File: config.mk
export PLATFORM = sky130hd
export DESIGN_NAME = pulse_width_command_sender
export DESIGN_NICKNAME = d
export VERILOG_FILES = /design/src/rtl/pwcs_pkg.sv /design/src/rtl/pwcs_frame.sv /design/src/rtl/pulse_width_command_sender.sv
export SDC_FILE = /design/constraint.sdc
export NUM_CORES = 1
export LEC_CHECK = 0
export BUFFER_PORTS_ARGS = -buffer_cell sky130_fd_sc_hd__buf_2
export CORE_MARGIN = 3
export CORE_UTILIZATION = 57
export CTS_BUF_LIST = sky130_fd_sc_hd__clkbuf_2 sky130_fd_sc_hd__clkbuf_4 sky130_fd_sc_hd__clkbuf_8
export DETAILED_ROUTE_END_ITERATION = 8
export PLACE_DENSITY = 0.79
export RECOVER_POWER = 25
export SLEW_MARGIN = 10
export SYNTH_ARGS = -nofsm -noshare
export SYNTH_HDL_FRONTEND = slang
export SYNTH_HIERARCHICAL = 1
export SYNTH_SLANG_ARGS = --single-unit
File: constraint.sdc
create_clock -name clk -period 2.3 [get_ports clk]
set_clock_uncertainty 0.2 [all_clocks]
set_input_delay 0.46 -clock clk [delete_from_list [all_inputs] [get_ports clk]]
set_output_delay 0.46 -clock clk [all_outputs]
set_load 0.01 [all_outputs]
File: src/rtl/pwcs_pkg.sv
// shared types and constants for the pulse width command sender
package pwcs_pkg;

  localparam int unsigned TICK_W = 16;
  localparam int unsigned CFG_IDX_W = 2;

  localparam logic [7:0] CMD_BASE = 8'hE0;
  localparam logic [7:0] VOL_MAX = 8'h0F;

  localparam logic [TICK_W-1:0] START_LOW_RST = 16'd5000;
  localparam logic [TICK_W-1:0] LONG_PULSE_RST = 16'd600;
  localparam logic [TICK_W-1:0] SHORT_PULSE_RST = 16'd200;
  localparam logic [TICK_W-1:0] STOP_HIGH_RST = 16'd2000;

  typedef enum logic [1:0] {
    OP_TICK = 2'd0,
    OP_PLAY = 2'd1,
    OP_VOLUME = 2'd2,
    OP_MUTE = 2'd3
  } op_t;

  typedef enum logic [CFG_IDX_W-1:0] {
    REG_START_LOW = 2'd0,
    REG_LONG_PULSE = 2'd1,
    REG_SHORT_PULSE = 2'd2,
    REG_STOP_HIGH = 2'd3
  } cfg_reg_t;

  typedef struct packed {
    logic [1:0] op;
    logic [7:0] value;
    logic       busy_level;
  } in_item_t;

  typedef struct packed {
    logic data_line;
    logic ready_res;
    logic command_dropped;
  } out_item_t;

  typedef struct packed {
    logic [TICK_W-1:0] start_low_ticks;
    logic [TICK_W-1:0] long_pulse_ticks;
    logic [TICK_W-1:0] short_pulse_ticks;
    logic [TICK_W-1:0] stop_high_ticks;
  } timing_t;

endpackage

File: src/rtl/pwcs_frame.sv
// frame sequencer: per-tick state update and line level
module pwcs_frame (
  input  logic               clk,
  input  logic               rst_n,
  input  logic               advance,
  input  pwcs_pkg::in_item_t item,
  input  pwcs_pkg::timing_t  timing,
  output pwcs_pkg::out_item_t res
);
  import pwcs_pkg::*;

  typedef enum logic [2:0] {
    PH_IDLE  = 3'd0,
    PH_WAIT  = 3'd1,
    PH_START = 3'd2,
    PH_BITA  = 3'd3,
    PH_BITB  = 3'd4,
    PH_STOP  = 3'd5
  } phase_t;

  phase_t             phase_r, phase_nxt;
  logic [7:0]         shift_r, shift_nxt;
  logic [3:0]         bits_left_r, bits_left_nxt;
  logic [TICK_W-1:0]  timer_r, timer_nxt;
  logic               last;
  logic               ready;
  logic               dropped;
  logic               line;
  logic [7:0]         shifted;
  logic [3:0]         bits_dec;

  assign last = (timer_r <= {{(TICK_W-1){1'b0}}, 1'b1});
  assign shifted = {1'b0, shift_r[7:1]};
  assign bits_dec = bits_left_r - 4'd1;

  always_comb begin
    phase_nxt = phase_r;
    shift_nxt = shift_r;
    bits_left_nxt = bits_left_r;
    timer_nxt = timer_r;
    line = 1'b1;
    ready = 1'b0;
    dropped = 1'b0;
    unique case (phase_r)
      PH_WAIT: begin
        if (item.busy_level) begin
          phase_nxt = PH_START;
          timer_nxt = timing.start_low_ticks;
        end
      end
      PH_START: begin
        line = 1'b0;
        if (last) begin
          bits_left_nxt = 4'd8;
          phase_nxt = PH_BITA;
          timer_nxt = shift_r[0] ? timing.long_pulse_ticks : timing.short_pulse_ticks;
        end else begin
          timer_nxt = timer_r - 1'b1;
        end
      end
      PH_BITA: begin
        if (last) begin
          phase_nxt = PH_BITB;
          timer_nxt = shift_r[0] ? timing.short_pulse_ticks : timing.long_pulse_ticks;
        end else begin
          timer_nxt = timer_r - 1'b1;
        end
      end
      PH_BITB: begin
        line = 1'b0;
        if (last) begin
          shift_nxt = shifted;
          bits_left_nxt = bits_dec;
          if (bits_dec == 4'd0) begin
            phase_nxt = PH_STOP;
            timer_nxt = timing.stop_high_ticks;
          end else begin
            phase_nxt = PH_BITA;
            timer_nxt = shifted[0] ? timing.long_pulse_ticks : timing.short_pulse_ticks;
          end
        end else begin
          timer_nxt = timer_r - 1'b1;
        end
      end
      PH_STOP: begin
        if (last) begin
          phase_nxt = PH_IDLE;
          timer_nxt = '0;
        end else begin
          timer_nxt = timer_r - 1'b1;
        end
      end
      default: begin
        // idle, and any unused code behaves as idle
        ready = 1'b1;
        phase_nxt = PH_IDLE;
        case (item.op)
          OP_PLAY: begin
            shift_nxt = item.value;
            phase_nxt = PH_WAIT;
          end
          OP_VOLUME: begin
            if (item.value <= VOL_MAX) begin
              shift_nxt = CMD_BASE + item.value;
              phase_nxt = PH_WAIT;
            end else begin
              dropped = 1'b1;
            end
          end
          OP_MUTE: begin
            shift_nxt = CMD_BASE;
            phase_nxt = PH_WAIT;
          end
          default: ;
        endcase
      end
    endcase
    if (!ready && (item.op != OP_TICK)) begin
      dropped = 1'b1;
    end
  end

  assign res.data_line = line;
  assign res.ready_res = ready;
  assign res.command_dropped = dropped;

  always_ff @(posedge clk) begin
    if (!rst_n) begin
      phase_r <= PH_IDLE;
      shift_r <= '0;
      bits_left_r <= '0;
      timer_r <= '0;
    end else if (advance) begin
      phase_r <= phase_nxt;
      shift_r <= shift_nxt;
      bits_left_r <= bits_left_nxt;
      timer_r <= timer_nxt;
    end
  end

`ifndef SYNTHESIS
  a_ready_line_high: assert property (@(posedge clk) disable iff (!rst_n)
    res.ready_res |-> res.data_line)
    else $error("line low while idle");
  a_tick_never_dropped: assert property (@(posedge clk) disable iff (!rst_n)
    (item.op == OP_TICK) |-> !res.command_dropped)
    else $error("plain tick reported as dropped");
  a_bits_bounded: assert property (@(posedge clk) disable iff (!rst_n)
    bits_left_r <= 4'd8)
    else $error("bit count out of range");
  a_bits_in_frame: assert property (@(posedge clk) disable iff (!rst_n)
    (phase_r == PH_BITA || phase_r == PH_BITB) |-> (bits_left_r != 4'd0))
    else $error("bit phase with no bits left");
`endif

endmodule

File: src/rtl/pulse_width_command_sender.sv
// top level: configuration registers, frame sequencer and result buffer
// One result per accepted tick, one tick per clock while the result side keeps up.
// A tick's result is computed in the cycle it is accepted and held in an output
// register; a second buffer entry lets one more tick in while a result is stalled,
// after which in_stall rises until the output takes a result.
// Timing registers are written through the cfg port, which is always ready; the
// two-bit index selects one of the four registers. A new length takes effect the
// next time its segment starts.
module pulse_width_command_sender (
  input  logic                                clk,
  input  logic                                rst_n,
  input  logic                                in_valid,
  output logic                                in_stall,
  input  pwcs_pkg::in_item_t                  in_item,
  output logic                                out_valid,
  input  logic                                out_stall,
  output pwcs_pkg::out_item_t                 out_item,
  input  logic                                cfg_valid,
  output logic                                cfg_ready,
  input  logic [pwcs_pkg::CFG_IDX_W-1:0]      cfg_index,
  input  logic [pwcs_pkg::TICK_W-1:0]         cfg_data
);
  import pwcs_pkg::*;

  timing_t   timing_r;
  out_item_t res;
  out_item_t main_r;
  out_item_t skid_r;
  logic      main_valid_r;
  logic      skid_valid_r;
  logic      in_xfer;
  logic      out_xfer;

  assign cfg_ready = 1'b1;

  always_ff @(posedge clk) begin
    if (!rst_n) begin
      timing_r.start_low_ticks <= START_LOW_RST;
      timing_r.long_pulse_ticks <= LONG_PULSE_RST;
      timing_r.short_pulse_ticks <= SHORT_PULSE_RST;
      timing_r.stop_high_ticks <= STOP_HIGH_RST;
    end else if (cfg_valid && cfg_ready) begin
      unique case (cfg_reg_t'(cfg_index))
        REG_START_LOW:   timing_r.start_low_ticks <= cfg_data;
        REG_LONG_PULSE:  timing_r.long_pulse_ticks <= cfg_data;
        REG_SHORT_PULSE: timing_r.short_pulse_ticks <= cfg_data;
        REG_STOP_HIGH:   timing_r.stop_high_ticks <= cfg_data;
        default: ;
      endcase
    end
  end

  assign in_stall = skid_valid_r;
  assign in_xfer = in_valid && !in_stall;
  assign out_valid = main_valid_r;
  assign out_item = main_r;
  assign out_xfer = main_valid_r && !out_stall;

  pwcs_frame u_frame (
    .clk     (clk),
    .rst_n   (rst_n),
    .advance (in_xfer),
    .item    (in_item),
    .timing  (timing_r),
    .res     (res)
  );

  // two-entry result buffer
  always_ff @(posedge clk) begin
    if (!rst_n) begin
      main_valid_r <= 1'b0;
      skid_valid_r <= 1'b0;
    end else begin
      if (skid_valid_r) begin
        if (out_xfer) begin
          main_valid_r <= 1'b1;
          skid_valid_r <= 1'b0;
        end
      end else if (in_xfer) begin
        if (!main_valid_r || out_xfer) begin
          main_valid_r <= 1'b1;
        end else begin
          skid_valid_r <= 1'b1;
        end
      end else if (out_xfer) begin
        main_valid_r <= 1'b0;
      end
    end
  end

  always_ff @(posedge clk) begin
    if (skid_valid_r) begin
      if (out_xfer) begin
        main_r <= skid_r;
      end
    end else if (in_xfer) begin
      if (!main_valid_r || out_xfer) begin
        main_r <= res;
      end else begin
        skid_r <= res;
      end
    end
  end

`ifndef SYNTHESIS
  a_skid_behind_main: assert property (@(posedge clk) disable iff (!rst_n)
    skid_valid_r |-> main_valid_r)
    else $error("skid entry held with empty output register");
  a_skid_moves_up: assert property (@(posedge clk) disable iff (!rst_n)
    (skid_valid_r && !out_stall) |=> (out_valid && !skid_valid_r))
    else $error("skid entry not moved to output");
  a_fill_on_transfer: assert property (@(posedge clk) disable iff (!rst_n)
    (in_xfer && !out_valid) |=> (out_valid && !skid_valid_r))
    else $error("accepted tick not presented");
`endif

endmodule
### Word level (Yosys, flattened, before mapping)

Cells that the tools add are included.
W data, S select, Z words.

| word-level totals | value |
|---|---|
| bits of input ports | 34 |
| register bits | 103 |
| output and inout bits | 6 |
| word-level logic and storage cells | 119 |

| cells by class | value |
|---|---|
| $add $sub $neg | 3 |
| multiplexer cells | 45 |
| eq/ne operators | 19 |
| magnitude comparators | 2 |
| bitwise gates (word level) | 3 |
| reductions and logical operators | 31 |

Operator list:

| kind | number |
|---|---|
| $mux W16 | 9 |
| $pmux W16 S5 | 1 |
| $mux W3 | 10 |
| $pmux W8 S3 | 1 |
| $le A16 B1 Y1 const B | 1 |
| $mux W1 | 16 |
| $mux W8 | 2 |
| $pmux W8 S2 | 1 |
| $sub A16 B1 Y16 const B | 1 |
| $pmux W3 S5 | 1 |
| $reduce_and A3 Y1 | 4 |
| $ne A2 B1 Y1 const B | 5 |
| $reduce_bool A2 Y1 | 5 |
| $add A8 B8 Y8 const A | 1 |
| $eq A2 B2 Y1 const B | 4 |
| $le A8 B4 Y1 const B | 1 |
| $mux W4 | 2 |
| $pmux W4 S2 | 1 |
| $reduce_and A2 Y1 | 4 |
| $eq A3 B2 Y1 const B | 2 |
| $eq A3 B3 Y1 const B | 2 |
| $ne A3 B2 Y1 const B | 2 |
| $pmux W3 S2 | 1 |
| $reduce_and A6 Y1 | 1 |
| 17 further kinds | 25 |

### Logic depth before layout (Yosys ltp)

Gate-level depths: netlist (run 1).

| logic depth | value |
|---|---|
| word-level depth | 8 |
| gate-level depth with buffers | 8 |
| gate-level depth less buffers | 7 |

### Hierarchy

The synthesis (run 1) kept the hierarchy.

Modules (own cells, without submodules):

| module | instances | cells an instance | seq. area each (µm²) | area an instance (µm²) |
|---|---|---|---|---|
| pwcs_frame | 1 | 411 | 620.6 | 3007.9 |
| pulse_width_command_sender | 1 | 268 | 1501.4 | 2813.9 |

### Least setup slack after synthesis (run 1)

OpenSTA, ideal clock, no wires.

| path | value |
|---|---|
| kind | reg-to-reg |
| start point | reg u_frame.phase_r[0] |
| end point | reg u_frame.timer_r[13] |
| required time | 1983 ps |
| cell stages (with the launch flop) | 7 |
| setup time | 117 ps |
| setup slack | 12 ps |
| period minus slack after synthesis | 2288 ps |
| arrival time | 1970 ps |
| path buffers | 1 |
| cells stage by stage | dfxtp_1 -> buf_2 -> xnor2_1 -> mux2_2 -> a2111oi_0 -> o22ai_1 -> a32o_1 |

| on the way | value |
|---|---|
| longest elaborated chain between the ends | 3 |
| elaborated cells between the ends (all ways) | 9 |
| those cells by class | eq/ne (6); mux (1); reduce/logical (2) |

RTL lines:

| element | RTL line | text |
|---|---|---|
| from (decl) | pwcs_frame.sv:21 | `phase_t phase_r, phase_nxt;` |
| from (signal assigned) | pwcs_frame.sv:134 | `phase_r <= phase_nxt;` |
| $eq A3 B1 Y1 (tied with other cells) | pwcs_frame.sv:44 | `unique case (phase_r)` |
| $reduce_bool A5 Y1 (no line) / $ne A2 B2 Y1 (equally long branches) | -- |  |
| $reduce_and A3 Y1 (no line) | -- |  |
| to (signal assigned) | pwcs_frame.sv:137 | `timer_r <= timer_nxt;` |
| to (decl) | pwcs_frame.sv:24 | `logic [TICK_W-1:0] timer_r, timer_nxt;` |

Parallel ways exist; a longest one is shown, timed or not.
A chain may end at the register's enable or synchronous reset.

### Worst setup path in the final report (run 1)

| path | value |
|---|---|
| start point | reg u_frame.timer_r[4] |
| end point | reg u_frame.timer_r[4] |

| on the way | value |
|---|---|
| longest elaborated chain between the ends | 3 |
| elaborated cells between the ends (all ways) | 7 |
| those cells by class | add/sub (1); order compare (1); mux (5) |

RTL lines:

| element | RTL line |
|---|---|
| $sub A16 B1 Y16 / $le A16 B1 Y1 (equally long branches) | -- |
| $mux W16 (on tied branches) | -- |
| $pmux W16 S5 (*) | pwcs_frame.sv:44 |

Every way passes the cells marked *; elsewhere a longest branch is shown, timed or not.

==> impl.org, run 1 <==
** Status
- Run status :: complete, no violations

** Die
- Die Y :: 107 um
- In this run the core area contains 36 standard-cell rows.
- Horizontal die dimension :: 107 um
- Die ar. :: 11,500 um^2
- For this design the top-level I/O count stands at 40.
- The initial utilization of the core area, before any placement, comes to 59.0%.
- Total core area :: 9860 um^2

** Place
- Once placement finished, the instance area stood at 6340 um^2.
- Once detailed placement completed, the half-perimeter wirelength came to 12,500 um.
- At the end of routability-driven placement, the weighted congestion stood at 1.01.
- After detailed placement, the design holds a cell count of 850.
- Buffers placed on the I/O ports in this run total 38.
- Before CTS, the worst setup slack after placement is -0.0386 ns.

** Layout
- In the final layout, the share of cells above drive strength 1 is 19.4%.
- The finished cells cover 6620 um^2.
- Fill cell instance count of the final layout :: 779
- Area growth from synthesis to layout :: 13.6%
- Diode count :: 0
- In the final layout, flip-flops and latches occupy 2130 um^2.
- Commonest cells after routing, fill and taps aside :: 115 x nand2_1, 92 x dfxtp_1, 78 x mux2i_1
- For this run, the number of standard cells in the final layout without fillers is 866.
- The library cell used most frequently in the layout, excluding fill and tap cells, is nand2_1.
- Total number of nets in the final design :: 767
- Final design utilization :: 67.1%
- Summing all multi-input logic gate instances after layout gives 3400 um^2.

** Power and ir drop
- Clock Power Share :: 32.2%
- Proportion of total power due to net switching :: 30.0%
- Summed over all nets, the switching power comes to 1.24 mW.
- The internal power of the cells totals 2.89 mW.
- Gate power share :: 20.8%
- Summed over all cells, the static leakage comes to 2.69 nW.
- Final Power :: 4.13 mW
- Sequential cells burn 47.0% of the power.
- Total power per unit cell area :: 625 nW/um^2
- VDD IR max :: 0.379 mV

** Synthesis
- Synth Register Bits :: 103
- The synthesized design spends more area on one cell type than any other, namely dfxtp_1.
- Counting flops with a built-in enable in the synthesized netlist gives 6.
- In the synthesized netlist the dominant register cell turns out to be dfxtp_1.
- In this run, distinct cell masters in the synthesized netlist total 72.
- Nets in the synthesized netlist :: 718
- Share of the yosys chip area belonging to registers :: 36.4%
- Yosys top cell area share :: 33.4%
- Mapped cell area :: 5820 um^2
- Asr flop ratio synth :: 0%
- Synth top area cells :: dfxtp_1 33%, mux2i_1 13%, nand2_1 7.5%, o21ai_0 3.2%, edfxtp_1 3.1%
- Number of synthesis warnings :: 6
- Average instance area after synthesis :: 8.57 um^2
- Counting every instance in the synthesized netlist gives 679.

** STA
- The smallest clock period supported by the final layout is computed as 2.25 ns.
- Total count of max-transition violations in the final report :: 0
- Final setup fails :: 0
- Summed over all failing endpoints, the final setup total negative slack is 0 ns.
- Headroom to the max-slew limit :: 21.3%
- At the pin with the least slew margin, the transition time is 1.18 ns.
- Static timing analysis puts the maximum clock frequency at 445 MHz.
- Setup repair after global routing missed its margin :: no
- The tightest hold path in the finished design has a slack of 0.137 ns.
- The final hold violation count was 0.
- Least setup slack across all paths after layout :: 0.0503 ns
- In the finished design, the share of the clock period the worst path needs comes to 97.8%.

** Clock tree
- TritonCTS built the clock tree.
- Counting along the longest clock path gives a buffer depth of 2.
- Worst-path clk slew :: 0.10 ns
- The clock tree synthesis step divided the H-tree into 3 levels.
- Clk sink count :: 103
- Clock latency on the worst-skew pair, taken at its later pin, is 0.38 ns.
- The number of hold buffers added after CTS was 0.
- Clock tree synthesis inserted a total of 9 buffers.
- Clock root cell :: clkbuf_8
- Buffers added to address setup during post-CTS repair amount to 0.

** Worst setup path
- The number of cells on the worst reg-to-reg path is 5.
- STA classifies the critical path endpoint as a register.
- For the worst setup path, the data required time is 2.36 ns.
- Worst endpoint data arrival time :: 2.31 ns
- Tracing the worst setup path back leads to its startpoint at u_frame/timer_r[4].
- Worst setup endpoint :: u_frame/timer_r[4]
- Reg-to-reg critical path startpoint :: u_frame/timer_r[4]
- Classification of the worst setup path :: reg2reg
- The worst register-to-register path has a setup slack of 0.05 ns.
- In this run the worst path has a maximum fanout of 9.
- Launching element type of the critical path :: register
- The worst register-to-register path ends at u_frame/timer_r[4].

** Min path
- Tightest Hold Check Type :: in2reg

** Route
- The detailed router used layers up to and including met4.
- The detailed router put a total of 7370 um of wire on met1.
- First-pass iteration count of the detailed router :: 5
- DRT Wirelength :: 17,500 um
- After detailed routing, the average wire length per cell comes to 20.2 um.
- For this run, design rule violations remaining after detail routing come to 0.
- The routed design uses 7890 um of met2 wire.
- Total via count in the routed design :: 5,684
- In this run the remaining antenna-violating nets after routing total 0.
- After the first detailed-routing iteration, the DRC count stood at 753.
- Via/cell ratio :: 6.56
- Routed wl met3 :: 1690 um

** Run
- Across the run, the number of max-cap violations was 0.

** Global routing
- Wire length of the first global-routing pass :: 28,200 um
- Total grt overflow :: 0
- Entering global routing, the biggest net connects 43 pins.
- The initial antenna violation count is 0.
- Via count of the first global-routing pass :: 5,463
- In the global route stage, overall resource usage came out at 31.2%.
-- power by group through the flow --
| stage | sequential [mW] | clock, mW | combinational [mW] |
|---|---|---|---|
| detailed placement | 1.98 | 0 | 0.808 |
| global route | 1.95 | 1.41 | 0.919 |
| CTS | 1.94 | 1.34 | 0.824 |
| finish | 1.94 | 1.33 | 0.862 |
| global placement | 1.97 | 0 | 0.797 |
| floorplan | 1.96 | 0 | 0.536 |
-- cells in the mapped netlist, types with 4 or more instances --
library cell / count
nand4_1: 5
nor2b_1: 27
nand3_1: 16
or3_1: 7
a221oi_1: 7
o211ai_1: 17
mux2i_1: 78
nand2b_1: 6
edfxtp_1: 6
mux2_2: 7
nor4_1: 4
xnor2_1: 4
a31oi_1: 14
a311oi_1: 10
ha_1: 5
xor2_1: 6
a21oi_1: 33
buf_4: 8
nand3b_1: 4
buf_2: 13
o21ai_0: 37
nor3_1: 13
nor2_1: 19
inv_1: 14
dfxtp_1: 97
nand2_1: 116
clkbuf_1: 31
or2_2: 4
-- flip-flops by register name, summed over array words and instances (netlist names) --
name,count
in_stall,1
u_frame/shift_r,8
u_frame/phase_r,3
out_item,3
u_frame/bits_left_r,4
u_frame/timer_r,16
out_valid,1
timing_r,64
skid_r,3
-- timing repair --
action,in CTS,in global routing
gates resized for setup,3,16
setup endpoints to repair,5,25
pin swaps,0,4
-- worst max-delay path: stages (launching register included) --
cell	delay, ns
dfxtp_1	0.39
or4_4	0.63
nor2_8	0.20
nand3_1	0.21
a311o_1	0.37
o211a_1	0.15
-- cell families (layout without fill, tap and decap cells) --
logic type / count (synthesis) / in the layout / share of synthesized area (%)
adders and majority gates: 5 / 5 / 1.07
xor gates and xnor gates: 10 / 10 / 1.50
other: 1 / 1 / 0.0644
and+or+nand+nor: 242 / 242 / 20.8
AOI/OAI and AO/OA: 163 / 163 / 19.3
muxes: 85 / 85 / 14.8
DFF: 103 / 103 / 36.4
buffers and inverters: 70 / 124 / 5.97
-- routing by layer --
| metal | up-vias | track usage (%) |
|---|---|---|
| met3 | 66 | 7.34 |
| li1 | 2566 | - |
| met2 | 366 | 48.7 |
| met1 | 2686 | 42.0 |
| met4 | 0 | 11.9 |
| met5 | - | 0 |
-- worst min path at each step --
stage / slack (ns) / end / startpoint / cells after the start
2_1_floorplan: 0.23 / timing_r[11] / timing_r[11] / 2
3_3_place_gp: 0.25 / u_frame/shift_r[7] / u_frame/shift_r[7] / 2
3_5_place_dp: 0.26 / timing_r[59] / timing_r[59] / 2
4_1_cts: 0.12 / timing_r[3] / cfg_data[3] / 3
5_1_grt: 0.14 / timing_r[39] / cfg_data[7] / 3
6_report: 0.14 / timing_r[54] / cfg_data[6] / 3
-- final cells by class --
type | count | area share, %
multi-input combinational | 506 | 51.4
tap | 133 | 2.52
sequential | 103 | 32.2
timing repair buffer | 94 | 9.63
inverter | 14 | 0.794
clock inverter | 5 | 1.32
clock buffer | 11 | 2.19
Power figures use the tool's default switching activity.
==> run 2: changes to the inputs <==
--- a/config.mk
+++ b/config.mk
@@ -9,6 +9,6 @@
 export CORE_MARGIN = 3
-export CORE_UTILIZATION = 57
-export CTS_BUF_LIST = sky130_fd_sc_hd__clkbuf_2 sky130_fd_sc_hd__clkbuf_4 sky130_fd_sc_hd__clkbuf_8
+export CORE_UTILIZATION = 55
+export CTS_BUF_LIST = sky130_fd_sc_hd__clkbuf_16
 export DETAILED_ROUTE_END_ITERATION = 8
-export PLACE_DENSITY = 0.79
+export PLACE_DENSITY = 0.76
 export RECOVER_POWER = 25
--- a/constraint.sdc
+++ b/constraint.sdc
@@ -4,2 +4,2 @@
 set_output_delay 0.46 -clock clk [all_outputs]
-set_load 0.01 [all_outputs]
+set_load 0.005 [all_outputs]
==> impl.org, run 2 (same netlist as run 1, synthesis figures left out) <==
** Layout
- Biggest regs :: timing_r (64), u_frame/timer_r (16), u_frame/shift_r (8)
- Most common cell after layout, fill and taps aside :: nand2_1
- The register with the most flip-flops in the layout has 64 of them.
- In the layout the commonest cells are 116 x nand2_1, 93 x dfxtp_1, 78 x mux2i_1.
- Diode count :: 0
- The finished cells cover 6840 um^2.
- Register with the most flip-flops :: timing_r
- Total number of nets in the final design :: 782
- Area growth from synthesis to layout :: 17.5%
- Cells with a size suffix above 1 make up 21.9% of the layout.

** Worst setup path
- Reg-to-reg critical path startpoint :: u_frame/phase_r[0]
- In this run the worst path has a maximum fanout of 3.
- Reg2Reg Capture Point :: u_frame/timer_r[13]
- Launching element type of the critical path :: register
- Worst endpoint data arrival time :: 2.29 ns
- Required time reported for the critical path endpoint :: 2.35 ns
- Flop-to-flop setup slack :: 0.06 ns
- The critical path in this run is classified as reg2reg.
- Critical path capture point type :: register
- Worst Reg2Reg Path Length in Cells :: 6

** Clock tree
- For the worst-skew pair, the clock arrives at the later sink with an insertion delay of 0.36 ns.
- Clock root cell :: clkbuf_16
- Worst-path clk slew :: 0.08 ns
- Maximum count of clock buffers along a single path :: 2
- Number of buffers inserted during clock tree synthesis :: 9
- Clock tree from TritonCTS :: yes
- The tree built by TritonCTS fans out to 103 sinks.
- Maximum level of the CTS H-tree :: 3

** Route
- After detailed routing, the number of remaining DRC violations is 0.
- After detailed routing, the average wire length per cell comes to 19.8 um.
- DRT Wirelength :: 17,500 um
- First-pass iteration count of the detailed router :: 6
- After detailed routing, the number of vias per cell comes to 6.31.
- In this run, the number of DRC markers left after iteration 0 of detailed routing was 547.
- Total via count in the routed design :: 5,557
- Number of antenna-violating nets in the routed design :: 0

** Power and ir drop
- Clock Power Share :: 34.0%
- Design internal power :: 2.98 mW
- Proportion of total power due to net switching :: 30.1%
- Sequential cells account for 45.4% of the total power.
- For this design the static power due to leakage is 2.81 nW.
- For this design the ratio of total power to cell area is 624 nW/um^2.
- Summing internal, switching and leakage power gives 4.27 mW.
- IR analysis of the VDD net gives a maximum drop of 0.647 mV.
- Total net switching power :: 1.29 mW
- Combinational cells account for 20.6% of the total power.

** Place
- Dpl cell area :: 6430 um^2
- Total half-perimeter wirelength after legalization and detailed placement :: 12,600 um
- At the end of routability-driven placement, the weighted congestion stood at 0.947.
- The count of buffers added on input and output ports is 38.
- Worst slack after detailed placement :: -0.0242 ns

** STA
- Highest attainable clock frequency :: 447 MHz
- Setup violations remaining at the end of the flow were counted as 0.
- Pin slew with the least headroom to its limit :: 0.903 ns
- In this run the tightest slew margin relative to its limit is 39.8%.
- Setup slack closes at 0.0608 ns.
- Setup repair after global routing missed its margin :: yes
- Final Cycle Share :: 97.4%
- Total count of max-transition violations in the final report :: 0
- Final Critical Period :: 2.24 ns
- Number of hold violations in the final report :: 0

** Run
- # Max-Cap Violations :: 0

** Die
- Total core area :: 10,000 um^2
- Initial Utilization :: 58.0%
- Die ar. :: 11,900 um^2
- Die Y :: 109 um
- The initialized floorplan defines 36 standard-cell rows.
- The floorplan step set the die width to 109 um.
- In this run the count of I/O pins placed on the die edge is 40.

** Min path
- Counting instances, the worst hold path has a depth of 3.
- The worst hold path terminates at timing_r[25].
- Tightest Hold Check Type :: in2reg
- The startpoint identified for the worst hold timing path is cfg_data[9].

** Global routing
- The initial antenna violation count came to 0.
- Total grt overflow :: 0
- In the global route stage, overall resource usage came out at 30.3%.
- The first global-routing pass estimated 27,800 um of wire.
- The number of global-route vias before repair came to 5,240.
- Entering global routing, the biggest net connects 46 pins.

** Status
- The flow ran to the end, and the final reports show no timing, DRC or antenna violations.
-- run 2: how the worst max path moves through the flow --
stage / from / to / cells past startpoint
floorplan: u_frame/phase_r[0] / u_frame/timer_r[13] / 6
global placement: u_frame/timer_r[0] / u_frame/phase_r[1] / 8
detailed placement: u_frame/timer_r[1] / u_frame/shift_r[3] / 7
CTS: u_frame/timer_r[2] / u_frame/bits_left_r[2] / 7
global route: u_frame/timer_r[2] / u_frame/shift_r[3] / 7
finish: u_frame/phase_r[0] / u_frame/timer_r[13] / 6
-- run 2: power groups by stage --
| stage | logic, mW | clock network [mW] | registers (mW) |
|---|---|---|---|
| final | 0.878 | 1.45 | 1.94 |
| after detailed placement | 0.816 | 0 | 1.97 |
| after global routing | 0.940 | 1.52 | 1.95 |
| after CTS | 0.834 | 1.47 | 1.93 |
| after global placement | 0.795 | 0 | 1.97 |
| after floorplan | 0.535 | 0 | 1.95 |
-- run 2: area by class of cell --
| type | instances | area [um^2] |
|---|---|---|
| clock buffers | 9 | 225 |
| clock inverters | 7 | 46.3 |
| fillers | 809 | 3200 |
| inverters | 14 | 52.6 |
| multi-input cells | 506 | 3460 |
| flip-flops and latches | 103 | 2130 |
| well taps | 133 | 166 |
| repair buffers | 109 | 764 |
-- run 2: repair_timing --
item | CTS | global route
endpoints found under the setup margin | 11 | 24
setup buffers | 0 | 2
gates resized for setup | 4 | 28
gates cloned | 0 | 1
pin swaps | 0 | 5
hold endpoints to repair | 0 | 0
hold buffers | 0 | 0
-- run 2: layer usage --
metal / track usage (%) / share of wire (%)
met4: 8.30 / 2.0
met1: 43.0 / 44
met3: 6.69 / 9.7
met5: 0 / 0
met2: 46.4 / 45
-- run 2: worst max-delay path, stage by stage (launching register included) --
cell       delay, ns
dfxtp_1         0.39
xnor2_1         0.15
buf_4           0.16
mux2_2          0.35
a2111oi_1       0.46
o22ai_2         0.19
a32o_1          0.23
-- run 2: stage by stage --
step	cells	TNS (ns)	utilization, %	hold slack, ns
floorplan	679	0	-	0.235
global placement	862	0	64.0	0.248
detailed placement	862	-0.0446	64.0	0.256
CTS	878	0	67.0	0.150
global route	881	-0.114	68.1	0.160
finish	881	0	68.1	0.156
